==> config.mk <==
export PLATFORM = sky130hd
export DESIGN_NAME = first_fit_segment_allocator_flat
export DESIGN_NICKNAME = d
export VERILOG_FILES = /design/src/rtl/ffsa_pkg.sv /design/src/rtl/ffsa_req_if.sv /design/src/rtl/ffsa_out_reg.sv /design/src/rtl/first_fit_segment_allocator.sv /design/src/flat_wrapper.sv
export SDC_FILE = /design/constraint.sdc
export NUM_CORES = 2
export LEC_CHECK = 0
export ABC_AREA = 1
export ABC_CLOCK_PERIOD_IN_PS = 7100
export BUFFER_PORTS_ARGS = -buffer_cell sky130_fd_sc_hd__buf_2
export CORE_MARGIN = 1.5
export CORE_UTILIZATION = 45
export DETAILED_ROUTE_END_ITERATION = 16
export SLEW_MARGIN = 30
export SYNTH_ARGS = -nofsm -noshare
export SYNTH_HDL_FRONTEND = slang
export SYNTH_HIERARCHICAL = 1
export SYNTH_SLANG_ARGS = --single-unit
==> constraint.sdc <==
create_clock -name clk_i -period 7.1 [get_ports clk_i]
set_input_delay 0.71 -clock clk_i [delete_from_list [all_inputs] [get_ports clk_i]]
set_output_delay 0.71 -clock clk_i [all_outputs]
set_load 0.05 [all_outputs]
==> src/rtl/ffsa_pkg.sv <==
// Shared types and constants of the first-fit segment allocator.
`default_nettype none
package ffsa_pkg;

  localparam int unsigned MaxSegments = 64;
  localparam int unsigned OwnerBits   = 8;
  localparam int unsigned IdxW        = $clog2(MaxSegments);
  localparam int unsigned CntW        = $clog2(MaxSegments + 1);
  localparam int unsigned AddrW       = 16;

  localparam logic [CntW-1:0] MaxCount = CntW'(MaxSegments);

  typedef enum logic [1:0] {
    ST_OK   = 2'd0,
    ST_MISS = 2'd1,
    ST_FULL = 2'd2
  } status_e;

  typedef enum logic {
    REQ_ALLOC = 1'b0,
    REQ_FREE  = 1'b1
  } req_e;

  typedef enum logic [3:0] {
    S_INIT,
    S_IDLE,
    S_RD,
    S_CHK,
    S_SH_RD,
    S_SH_WR,
    S_WR_REM,
    S_WR_OWN,
    S_R_RD,
    S_R_CHK,
    S_L_RD,
    S_L_CHK,
    S_RESP
  } state_e;

  // One segment table entry.
  typedef struct packed {
    logic                 free;
    logic [OwnerBits-1:0] owner;
    logic [AddrW-1:0]     start;
    logic [AddrW-1:0]     length;
  } seg_t;

  // Result word handed to the output register.
  typedef struct packed {
    status_e          status;
    logic [AddrW-1:0] start_addr;
  } rsp_t;

endpackage
`default_nettype wire

==> src/rtl/ffsa_req_if.sv <==
// Channel interfaces for requests, results and the heap size register.
`default_nettype none
interface ffsa_req_if;
  logic        valid;
  logic        ready;
  logic        req_type;
  logic [7:0]  owner_id;
  logic [15:0] alloc_size;
  logic [15:0] free_start;
  modport source (output valid, req_type, owner_id, alloc_size, free_start, input ready);
  modport sink   (input valid, req_type, owner_id, alloc_size, free_start, output ready);
endinterface

interface ffsa_rsp_if;
  logic        valid;
  logic        ready;
  logic [1:0]  status;
  logic [15:0] start_addr;
  modport source (output valid, status, start_addr, input ready);
  modport sink   (input valid, status, start_addr, output ready);
endinterface

interface ffsa_cfg_if;
  logic        valid;
  logic        ready;
  logic [15:0] data;
  modport source (output valid, data, input ready);
  modport sink   (input valid, data, output ready);
endinterface
`default_nettype wire

==> src/rtl/ffsa_out_reg.sv <==
// Output register that holds one result word until the sink takes it.
`default_nettype none
module ffsa_out_reg
  import ffsa_pkg::*;
(
  input  wire logic     clk_i,
  input  wire logic     rst_ni,
  input  wire logic     load_i,
  input  wire rsp_t     rsp_i,
  output logic          free_o,
  ffsa_rsp_if.source    rsp_o
);

  logic valid_q, valid_d;
  rsp_t data_q;

  // The slot is free when empty or when the held word leaves this cycle.
  assign free_o = !valid_q || rsp_o.ready;

  always_comb begin
    valid_d = valid_q;
    if (rsp_o.ready) begin
      valid_d = 1'b0;
    end
    if (load_i) begin
      valid_d = 1'b1;
    end
  end

  always_ff @(posedge clk_i or negedge rst_ni) begin
    if (!rst_ni) begin
      valid_q <= 1'b0;
    end else begin
      valid_q <= valid_d;
    end
  end

  always_ff @(posedge clk_i) begin
    if (load_i) begin
      data_q <= rsp_i;
    end
  end

  assign rsp_o.valid      = valid_q;
  assign rsp_o.status     = data_q.status;
  assign rsp_o.start_addr = data_q.start_addr;

endmodule
`default_nettype wire

==> src/rtl/first_fit_segment_allocator.sv <==
// Top level: segment table memory with its scan, shift and merge sequencer.
// An item scans the table segment by segment to find its entry; a split or merge then
// shifts the later entries by one place, each moved by a read and a write. One item at a time.
// The simple dual-port table memory (one read, one write a cycle) limits scan and shift speed.
// Reset and each heap size write pass through S_INIT, which writes the initial free segment.
`default_nettype none
module first_fit_segment_allocator
  import ffsa_pkg::*;
(
  input  wire logic clk_i,
  input  wire logic rst_ni,
  ffsa_cfg_if.sink   cfg_i,
  ffsa_req_if.sink   req_i,
  ffsa_rsp_if.source rsp_o
);

  // Segment table memory.
  seg_t seg_mem [MaxSegments];
  seg_t rdata_q;
  logic            mem_we;
  logic [IdxW-1:0] mem_waddr;
  seg_t            mem_wdata;
  logic [IdxW-1:0] mem_raddr;

  always_ff @(posedge clk_i) begin
    if (mem_we) begin
      seg_mem[mem_waddr] <= mem_wdata;
    end
    rdata_q <= seg_mem[mem_raddr];
  end

  state_e state_q, state_d;
  state_e ret_q, ret_d;
  logic [AddrW-1:0] heap_q, heap_d;
  logic [CntW-1:0]  cnt_q, cnt_d;
  logic [CntW-1:0]  idx_q, idx_d;
  logic [CntW-1:0]  dst_q, dst_d;
  logic [CntW-1:0]  lim_q, lim_d;
  logic             up_q, up_d;
  seg_t             cur_q, cur_d;
  logic             rtype_q;
  logic [OwnerBits-1:0] owner_q;
  logic [AddrW-1:0] size_q, fstart_q;
  rsp_t             res_q, res_d;

  logic out_free;
  logic req_acc, cfg_acc;
  logic sh_more;
  logic [CntW-1:0] sh_src;

  assign req_acc = req_i.valid && req_i.ready;
  assign cfg_acc = cfg_i.valid && cfg_i.ready;

  // Shift engine: keep moving while the destination has not reached its bound.
  assign sh_more = up_q ? (dst_q > lim_q) : ((dst_q + CntW'(1)) < cnt_q);
  assign sh_src  = up_q ? (dst_q - CntW'(1)) : (dst_q + CntW'(1));

  // Next state and register updates.
  always_comb begin
    state_d = state_q;
    ret_d   = ret_q;
    heap_d  = heap_q;
    cnt_d   = cnt_q;
    idx_d   = idx_q;
    dst_d   = dst_q;
    lim_d   = lim_q;
    up_d    = up_q;
    cur_d   = cur_q;
    res_d   = res_q;
    case (state_q)
      S_INIT: begin
        cnt_d   = CntW'(1);
        state_d = S_IDLE;
      end
      S_IDLE: begin
        if (cfg_acc) begin
          heap_d  = cfg_i.data;
          state_d = S_INIT;
        end else if (req_acc) begin
          idx_d = '0;
          res_d = '{status: ST_MISS, start_addr: '0};
          if (req_e'(req_i.req_type) == REQ_ALLOC && req_i.alloc_size == '0) begin
            state_d = S_RESP;
          end else begin
            state_d = S_RD;
          end
        end
      end
      S_RD: begin
        if (idx_q >= cnt_q) begin
          state_d = S_RESP;
        end else begin
          state_d = S_CHK;
        end
      end
      S_CHK: begin
        state_d = S_RD;
        idx_d   = idx_q + CntW'(1);
        if (req_e'(rtype_q) == REQ_ALLOC) begin
          if (rdata_q.free && rdata_q.length >= size_q) begin
            idx_d = idx_q;
            if (rdata_q.length == size_q) begin
              res_d   = '{status: ST_OK, start_addr: rdata_q.start};
              state_d = S_RESP;
            end else if (cnt_q >= MaxCount) begin
              res_d   = '{status: ST_FULL, start_addr: '0};
              state_d = S_RESP;
            end else begin
              cur_d   = rdata_q;
              up_d    = 1'b1;
              dst_d   = cnt_q;
              lim_d   = idx_q + CntW'(1);
              ret_d   = S_WR_REM;
              state_d = S_SH_RD;
            end
          end
        end else begin
          if (!rdata_q.free && rdata_q.owner == owner_q && rdata_q.start == fstart_q) begin
            idx_d   = idx_q;
            cur_d   = '{free: 1'b1, owner: '0, start: rdata_q.start,
                        length: rdata_q.length};
            res_d   = '{status: ST_OK, start_addr: '0};
            state_d = S_R_RD;
          end
        end
      end
      S_SH_RD: begin
        if (sh_more) begin
          state_d = S_SH_WR;
        end else begin
          if (!up_q) begin
            cnt_d = cnt_q - CntW'(1);
          end
          state_d = ret_q;
        end
      end
      S_SH_WR: begin
        dst_d   = up_q ? (dst_q - CntW'(1)) : (dst_q + CntW'(1));
        state_d = S_SH_RD;
      end
      S_WR_REM: begin
        state_d = S_WR_OWN;
      end
      S_WR_OWN: begin
        cnt_d   = cnt_q + CntW'(1);
        res_d   = '{status: ST_OK, start_addr: cur_q.start};
        state_d = S_RESP;
      end
      S_R_RD: begin
        if ((idx_q + CntW'(1)) < cnt_q) begin
          state_d = S_R_CHK;
        end else begin
          state_d = S_L_RD;
        end
      end
      S_R_CHK: begin
        if (rdata_q.free) begin
          cur_d.length = cur_q.length + rdata_q.length;
          up_d    = 1'b0;
          dst_d   = idx_q + CntW'(1);
          ret_d   = S_L_RD;
          state_d = S_SH_RD;
        end else begin
          state_d = S_L_RD;
        end
      end
      S_L_RD: begin
        if (idx_q != '0) begin
          state_d = S_L_CHK;
        end else begin
          state_d = S_RESP;
        end
      end
      S_L_CHK: begin
        if (rdata_q.free) begin
          up_d    = 1'b0;
          dst_d   = idx_q;
          ret_d   = S_RESP;
          state_d = S_SH_RD;
        end else begin
          state_d = S_RESP;
        end
      end
      S_RESP: begin
        if (out_free) begin
          state_d = S_IDLE;
        end
      end
      default: begin
        state_d = S_INIT;
      end
    endcase
  end

  // Memory access and handshake outputs.
  always_comb begin
    mem_we    = 1'b0;
    mem_waddr = idx_q[IdxW-1:0];
    mem_wdata = cur_q;
    mem_raddr = idx_q[IdxW-1:0];
    case (state_q)
      S_INIT: begin
        mem_we    = 1'b1;
        mem_waddr = '0;
        mem_wdata = '{free: 1'b1, owner: '0, start: '0, length: heap_q};
      end
      S_CHK: begin
        if (req_e'(rtype_q) == REQ_ALLOC && rdata_q.free && rdata_q.length == size_q) begin
          mem_we    = 1'b1;
          mem_wdata = '{free: 1'b0, owner: owner_q, start: rdata_q.start,
                        length: rdata_q.length};
        end
      end
      S_SH_RD: begin
        mem_raddr = sh_src[IdxW-1:0];
      end
      S_SH_WR: begin
        mem_we    = 1'b1;
        mem_waddr = dst_q[IdxW-1:0];
        mem_wdata = rdata_q;
      end
      S_WR_REM: begin
        mem_we    = 1'b1;
        mem_waddr = lim_q[IdxW-1:0];
        mem_wdata = '{free: 1'b1, owner: '0, start: cur_q.start + size_q,
                      length: cur_q.length - size_q};
      end
      S_WR_OWN: begin
        mem_we    = 1'b1;
        mem_wdata = '{free: 1'b0, owner: owner_q, start: cur_q.start, length: size_q};
      end
      S_R_RD: begin
        mem_raddr = idx_q[IdxW-1:0] + IdxW'(1);
      end
      S_L_RD: begin
        mem_raddr = idx_q[IdxW-1:0] - IdxW'(1);
        if (idx_q == '0) begin
          mem_we = 1'b1;
        end
      end
      S_L_CHK: begin
        mem_we = 1'b1;
        if (rdata_q.free) begin
          mem_waddr = idx_q[IdxW-1:0] - IdxW'(1);
          mem_wdata = '{free: 1'b1, owner: rdata_q.owner, start: rdata_q.start,
                        length: rdata_q.length + cur_q.length};
        end
      end
      default: begin
        mem_we = 1'b0;
      end
    endcase
  end

  assign cfg_i.ready = (state_q == S_IDLE);
  assign req_i.ready = (state_q == S_IDLE) && !cfg_i.valid;

  // Control registers.
  always_ff @(posedge clk_i or negedge rst_ni) begin
    if (!rst_ni) begin
      state_q <= S_INIT;
      ret_q   <= S_RESP;
      heap_q  <= '1;
      cnt_q   <= CntW'(1);
      idx_q   <= '0;
      dst_q   <= '0;
      lim_q   <= '0;
      up_q    <= 1'b0;
    end else begin
      state_q <= state_d;
      ret_q   <= ret_d;
      heap_q  <= heap_d;
      cnt_q   <= cnt_d;
      idx_q   <= idx_d;
      dst_q   <= dst_d;
      lim_q   <= lim_d;
      up_q    <= up_d;
    end
  end

  // Request word and working entry.
  always_ff @(posedge clk_i) begin
    cur_q <= cur_d;
    res_q <= res_d;
    if (req_acc) begin
      rtype_q  <= req_i.req_type;
      owner_q  <= req_i.owner_id[OwnerBits-1:0];
      size_q   <= req_i.alloc_size;
      fstart_q <= req_i.free_start;
    end
  end

  ffsa_out_reg u_out (
    .clk_i  (clk_i),
    .rst_ni (rst_ni),
    .load_i (state_q == S_RESP && out_free),
    .rsp_i  (res_q),
    .free_o (out_free),
    .rsp_o  (rsp_o)
  );

endmodule
`default_nettype wire
==> src/flat_wrapper.sv <==
// flat-port wrapper written by rule: the top's interface ports become plain ports
module first_fit_segment_allocator_flat import ffsa_pkg::*;
  (clk_i, rst_ni, cfg_i_valid, cfg_i_data, cfg_i_ready, req_i_valid, req_i_req_type, req_i_owner_id, req_i_alloc_size, req_i_free_start, req_i_ready, rsp_o_valid, rsp_o_status, rsp_o_start_addr, rsp_o_ready);
  ffsa_cfg_if cfg_i_i ();
  ffsa_req_if req_i_i ();
  ffsa_rsp_if rsp_o_i ();
  input  wire logic clk_i;
  input  wire logic rst_ni;
  input wire logic [$bits(cfg_i_i.valid)-1:0] cfg_i_valid;
  input wire logic [$bits(cfg_i_i.data)-1:0] cfg_i_data;
  output wire logic [$bits(cfg_i_i.ready)-1:0] cfg_i_ready;
  input wire logic [$bits(req_i_i.valid)-1:0] req_i_valid;
  input wire logic [$bits(req_i_i.req_type)-1:0] req_i_req_type;
  input wire logic [$bits(req_i_i.owner_id)-1:0] req_i_owner_id;
  input wire logic [$bits(req_i_i.alloc_size)-1:0] req_i_alloc_size;
  input wire logic [$bits(req_i_i.free_start)-1:0] req_i_free_start;
  output wire logic [$bits(req_i_i.ready)-1:0] req_i_ready;
  output wire logic [$bits(rsp_o_i.valid)-1:0] rsp_o_valid;
  output wire logic [$bits(rsp_o_i.status)-1:0] rsp_o_status;
  output wire logic [$bits(rsp_o_i.start_addr)-1:0] rsp_o_start_addr;
  input wire logic [$bits(rsp_o_i.ready)-1:0] rsp_o_ready;
  assign cfg_i_i.valid = cfg_i_valid;
  assign cfg_i_i.data = cfg_i_data;
  assign cfg_i_ready = cfg_i_i.ready;
  assign req_i_i.valid = req_i_valid;
  assign req_i_i.req_type = req_i_req_type;
  assign req_i_i.owner_id = req_i_owner_id;
  assign req_i_i.alloc_size = req_i_alloc_size;
  assign req_i_i.free_start = req_i_free_start;
  assign req_i_ready = req_i_i.ready;
  assign rsp_o_valid = rsp_o_i.valid;
  assign rsp_o_status = rsp_o_i.status;
  assign rsp_o_start_addr = rsp_o_i.start_addr;
  assign rsp_o_i.ready = rsp_o_ready;
  first_fit_segment_allocator u_core (.clk_i(clk_i), .rst_ni(rst_ni), .cfg_i(cfg_i_i), .req_i(req_i_i), .rsp_o(rsp_o_i));
endmodule
==> results.md <==
- Post-synthesis sequential area ratio: 70.55%
- Nets: 10,540
- Post-detail-place hpwl: 212.9 mm
- Vias per cell: 5.912
- Die area: 0.2693 mm²
- Reg2Reg Launch Point: u_core/size_q[1]
- First-pass GRT wire length: 533.2 mm
- Worst reg2reg path depth: 15
- Routed WL: 364.2 mm
- Synth cell types: 54
- Vias in the first global route: 78,650
- Commonest cells after routing, fill and taps aside: nand3_1, edfxtp_1, nand2_1
- Pleak: 0.04802 µW
- Worst Tran Pin Value: 1074 ps
- Commonest non-fill, non-tap cell in the layout: nand3_1
- FMAX: 193.0 MHz
- Initial Utilization: 45.23%
- Mapped Area: 0.1198 mm²
- Synth-to-Final Area Change: 12.71%
- Power Density: 519.9 mW/mm²
- Final GP Congestion: 0.9413
- Input/output buffers: 82
- Final WS setup: 1918 ps
- Clock power frac: 22.1%
- Detail Route Antenna Nets: 0
- Routed vias: 83,620
- Post-route clock period utilization: 72.99%
- Total CTS buffers: 302
- CTS sink cnt: 2,836
- Syn Nets: 10,560
- H-Tree Depth: 5
- Worst vdd ir: 515.6 µV
- Cell-internal power: 39,340 µW
- Synth area leaders: edfxtp_1, nand3_1, nand2_1, buf_2, ha_1
- EDFF count, synth: 2,742
- Slew margin rel.: 28.37%
- Post-synth ARST share: 1.869%
- Hold Crit Class: input port to async pin
- Share of the synthesized area in the top cell type: 68.74%
- Total grt overflow: 0
- DRC Markers: 0
- Router iterations before antenna repair: 7
- Clock Path Buffers: 4
- Layout cells sized above 1: 8.930%
- Post-synth top area cell: edfxtp_1
- Crit start category: flop
- RR Endpoint: u_core/seg_mem[18][35]
- Die width: 518.9 µm
- Largest net degree at the start of global routing: 205
- Syn. warnings: 6
- Setup Viol. Count Final: 0
- Antenna violations before repair: 16
- Mapped Cells: 10,400
- # rows: 189
- Skew-Pair Late Insertion Delay: 880 ps
- Syn avg cell area: 11.52 µm²
- Status: complete, no violations
- CTS tree: yes
- Clock Skews: 73.73 ps
- Fillers: 22,970
- Root buffer cell: clkbuf_16
- Post CTS Setup Buffer Count: 0
- R2R setup slack: 1920 ps
- Slew Limit Fails: 0
- Unrepaired setup endpoints after global routing: false
- NetSw: 30,860 µW
- Worst-path clk slew: 60 ps
- Final number of hold-violating endpoints: 0
- Worst Path Required: 7640 ps
- Crit path arrival time: 5720 ps
- Switching Fraction: 43.96%
- IO Count: 83
- Setup WS pre-CTS: 1680 ps
- Total negative setup slack: 0 ps
- Reg power frac: 33.6%
- Gate power share: 44.3%
- CORE AREA: 0.2649 mm²
- Kind of critical path: flop to flop
- Die Y-Extent: 518.9 µm
- Crit path capture type: flop
- DR iter-0 viols: 10,960
- #FFs+latches synth: 2,836
- Max-cap violations: 0
- Main synth FF type: edfxtp_1
- Post-layout min period: 5182 ps
- WL/cell: 25.75 µm
- Total GRT Usage: 26.36%
- Critical path peak fanout: 26
[kinds of logic after synthesis]
logic type	after synthesis	share of synthesized area, %
mux	12	0.1128
compound gates	356	1.733
fa+ha+maj	101	1.080
buf+inv	951	3.423
xor+xnor	36	0.2632
flops	2836	70.55
simple gates	6107	22.84
[timing repair]
| action | CTS | global route |
|---|---|---|
| gates resized for setup | 0 | 0 |
| hold buffers | 11 | 0 |
| endpoints found under the setup margin | 0 | 0 |
| hold endpoints to repair | 11 | 0 |
[synth_stat cells (4+ instances only)]
library cell and n:
buf_1 25, a22oi_1 8, a221oi_1 6, xnor2_1 10, nand2_1 2508, clkinv_1 5
clkbuf_1 258, nand3_1 3281, xor2_1 26, buf_2 412, o21ai_0 131, buf_4 4
inv_2 6, nor2_1 198, edfxtp_1 2742, a211oi_1 8, nand3b_1 35, fa_1 4
dfstp_2 19, ha_1 97, a21o_1 5, dfxtp_1 41, o22ai_1 24, nand4_1 26
nor3_1 29, inv_1 241, o221ai_1 12, dfrtp_1 34, a21oi_1 113, or2_2 7
o21bai_1 5, nor4_1 7, o211ai_1 14, mux2_2 12, o2111ai_1 14
[critical path: stages (launching register included)]
cell and delay (ps):
edfxtp_1 400, inv_1 140, ha_1 330, nand2_1 60, nor2_1 230, nand2_1 120
nor2_2 330, nand2_1 260, nor2_1 380, nand2_1 360, nand2_1 180, nand2_1 120
inv_1 220, nand2_1 630, nor2_4 780, buf_12 300
[cell type report]
class	count	area, µm²	area share, %
tap	3533	4420	3.274
clock buffer	374	8024	5.943
clock inverter	163	1538	1.139
multi-input combinational	6612	32140	23.80
sequential	2836	84510	62.59
antenna	6	15.01	0.01112
timing repair buffer	368	3410	2.525
inverter	252	963.4	0.7136
[flip-flops by register name (all words and copies together), names as in the netlist]
name                           flops
u_core/seg_mem                  2624
u_core/cur_q                      41
u_core/rdata_q                    41
u_core/res_q                      18
u_core/fstart_q                   16
u_core/heap_q                     16
u_core/size_q                     16
u_core/u_out/rsp_o.start_addr     16
u_core/owner_q                     8
u_core/cnt_q                       7
u_core/dst_q                       7
u_core/idx_q                       7
u_core/lim_q                       7
u_core/state_q                     4
u_core/ret_q                       3
u_core/u_out/rsp_o.status          2
u_core/rtype_q                     1
u_core/u_out/rsp_o.valid           1
u_core/up_q                        1
[routing by layer]
metal / global-route usage [%] / up-vias / wire, µm
li1: - / 37390 / -
met1: 38.29 / 41470 / 153100
met2: 41.26 / 4157 / 168200
met3: 3.869 / 598 / 32750
met4: 7.448 / 6 / 10100
met5: 0 / - / 37
[power groups by stage]
stage	clock, µW	sequential, µW	combinational [µW]
after floorplan	0	24000	17600
after global placement	0	23900	30000
after detailed placement	0	23900	30500
after CTS	15700	23500	30600
after global routing	16300	23600	33300
final	15500	23600	31100
[how the worst max path moves through the flow]
stage / endpoint / start / cells past startpoint
6_report: u_core/seg_mem[18][35] / u_core/size_q[1] / 15
5_1_grt: u_core/seg_mem[8][33] / u_core/size_q[1] / 15
4_1_cts: u_core/seg_mem[8][33] / u_core/size_q[1] / 15
3_5_place_dp: u_core/seg_mem[8][37] / u_core/size_q[1] / 15
3_3_place_gp: u_core/seg_mem[37][33] / u_core/size_q[1] / 13
2_1_floorplan: u_core/fstart_q[0] / u_core/state_q[3] / 5
[metrics by stage]
step	area [µm²]	power [µW]	hold slack (ps)	cells	util [%]
3_5_place_dp	125200	54390	404.5	13590	47.28
5_1_grt	135000	73230	37.67	14140	50.97
2_1_floorplan	119800	41620	400.3	10400	-
3_3_place_gp	125100	53920	401.9	13580	47.24
6_report	135000	70200	34.79	14140	50.98
4_1_cts	134900	69870	14.68	14140	50.94
Note: power is estimated with default switching activity, not from simulation.
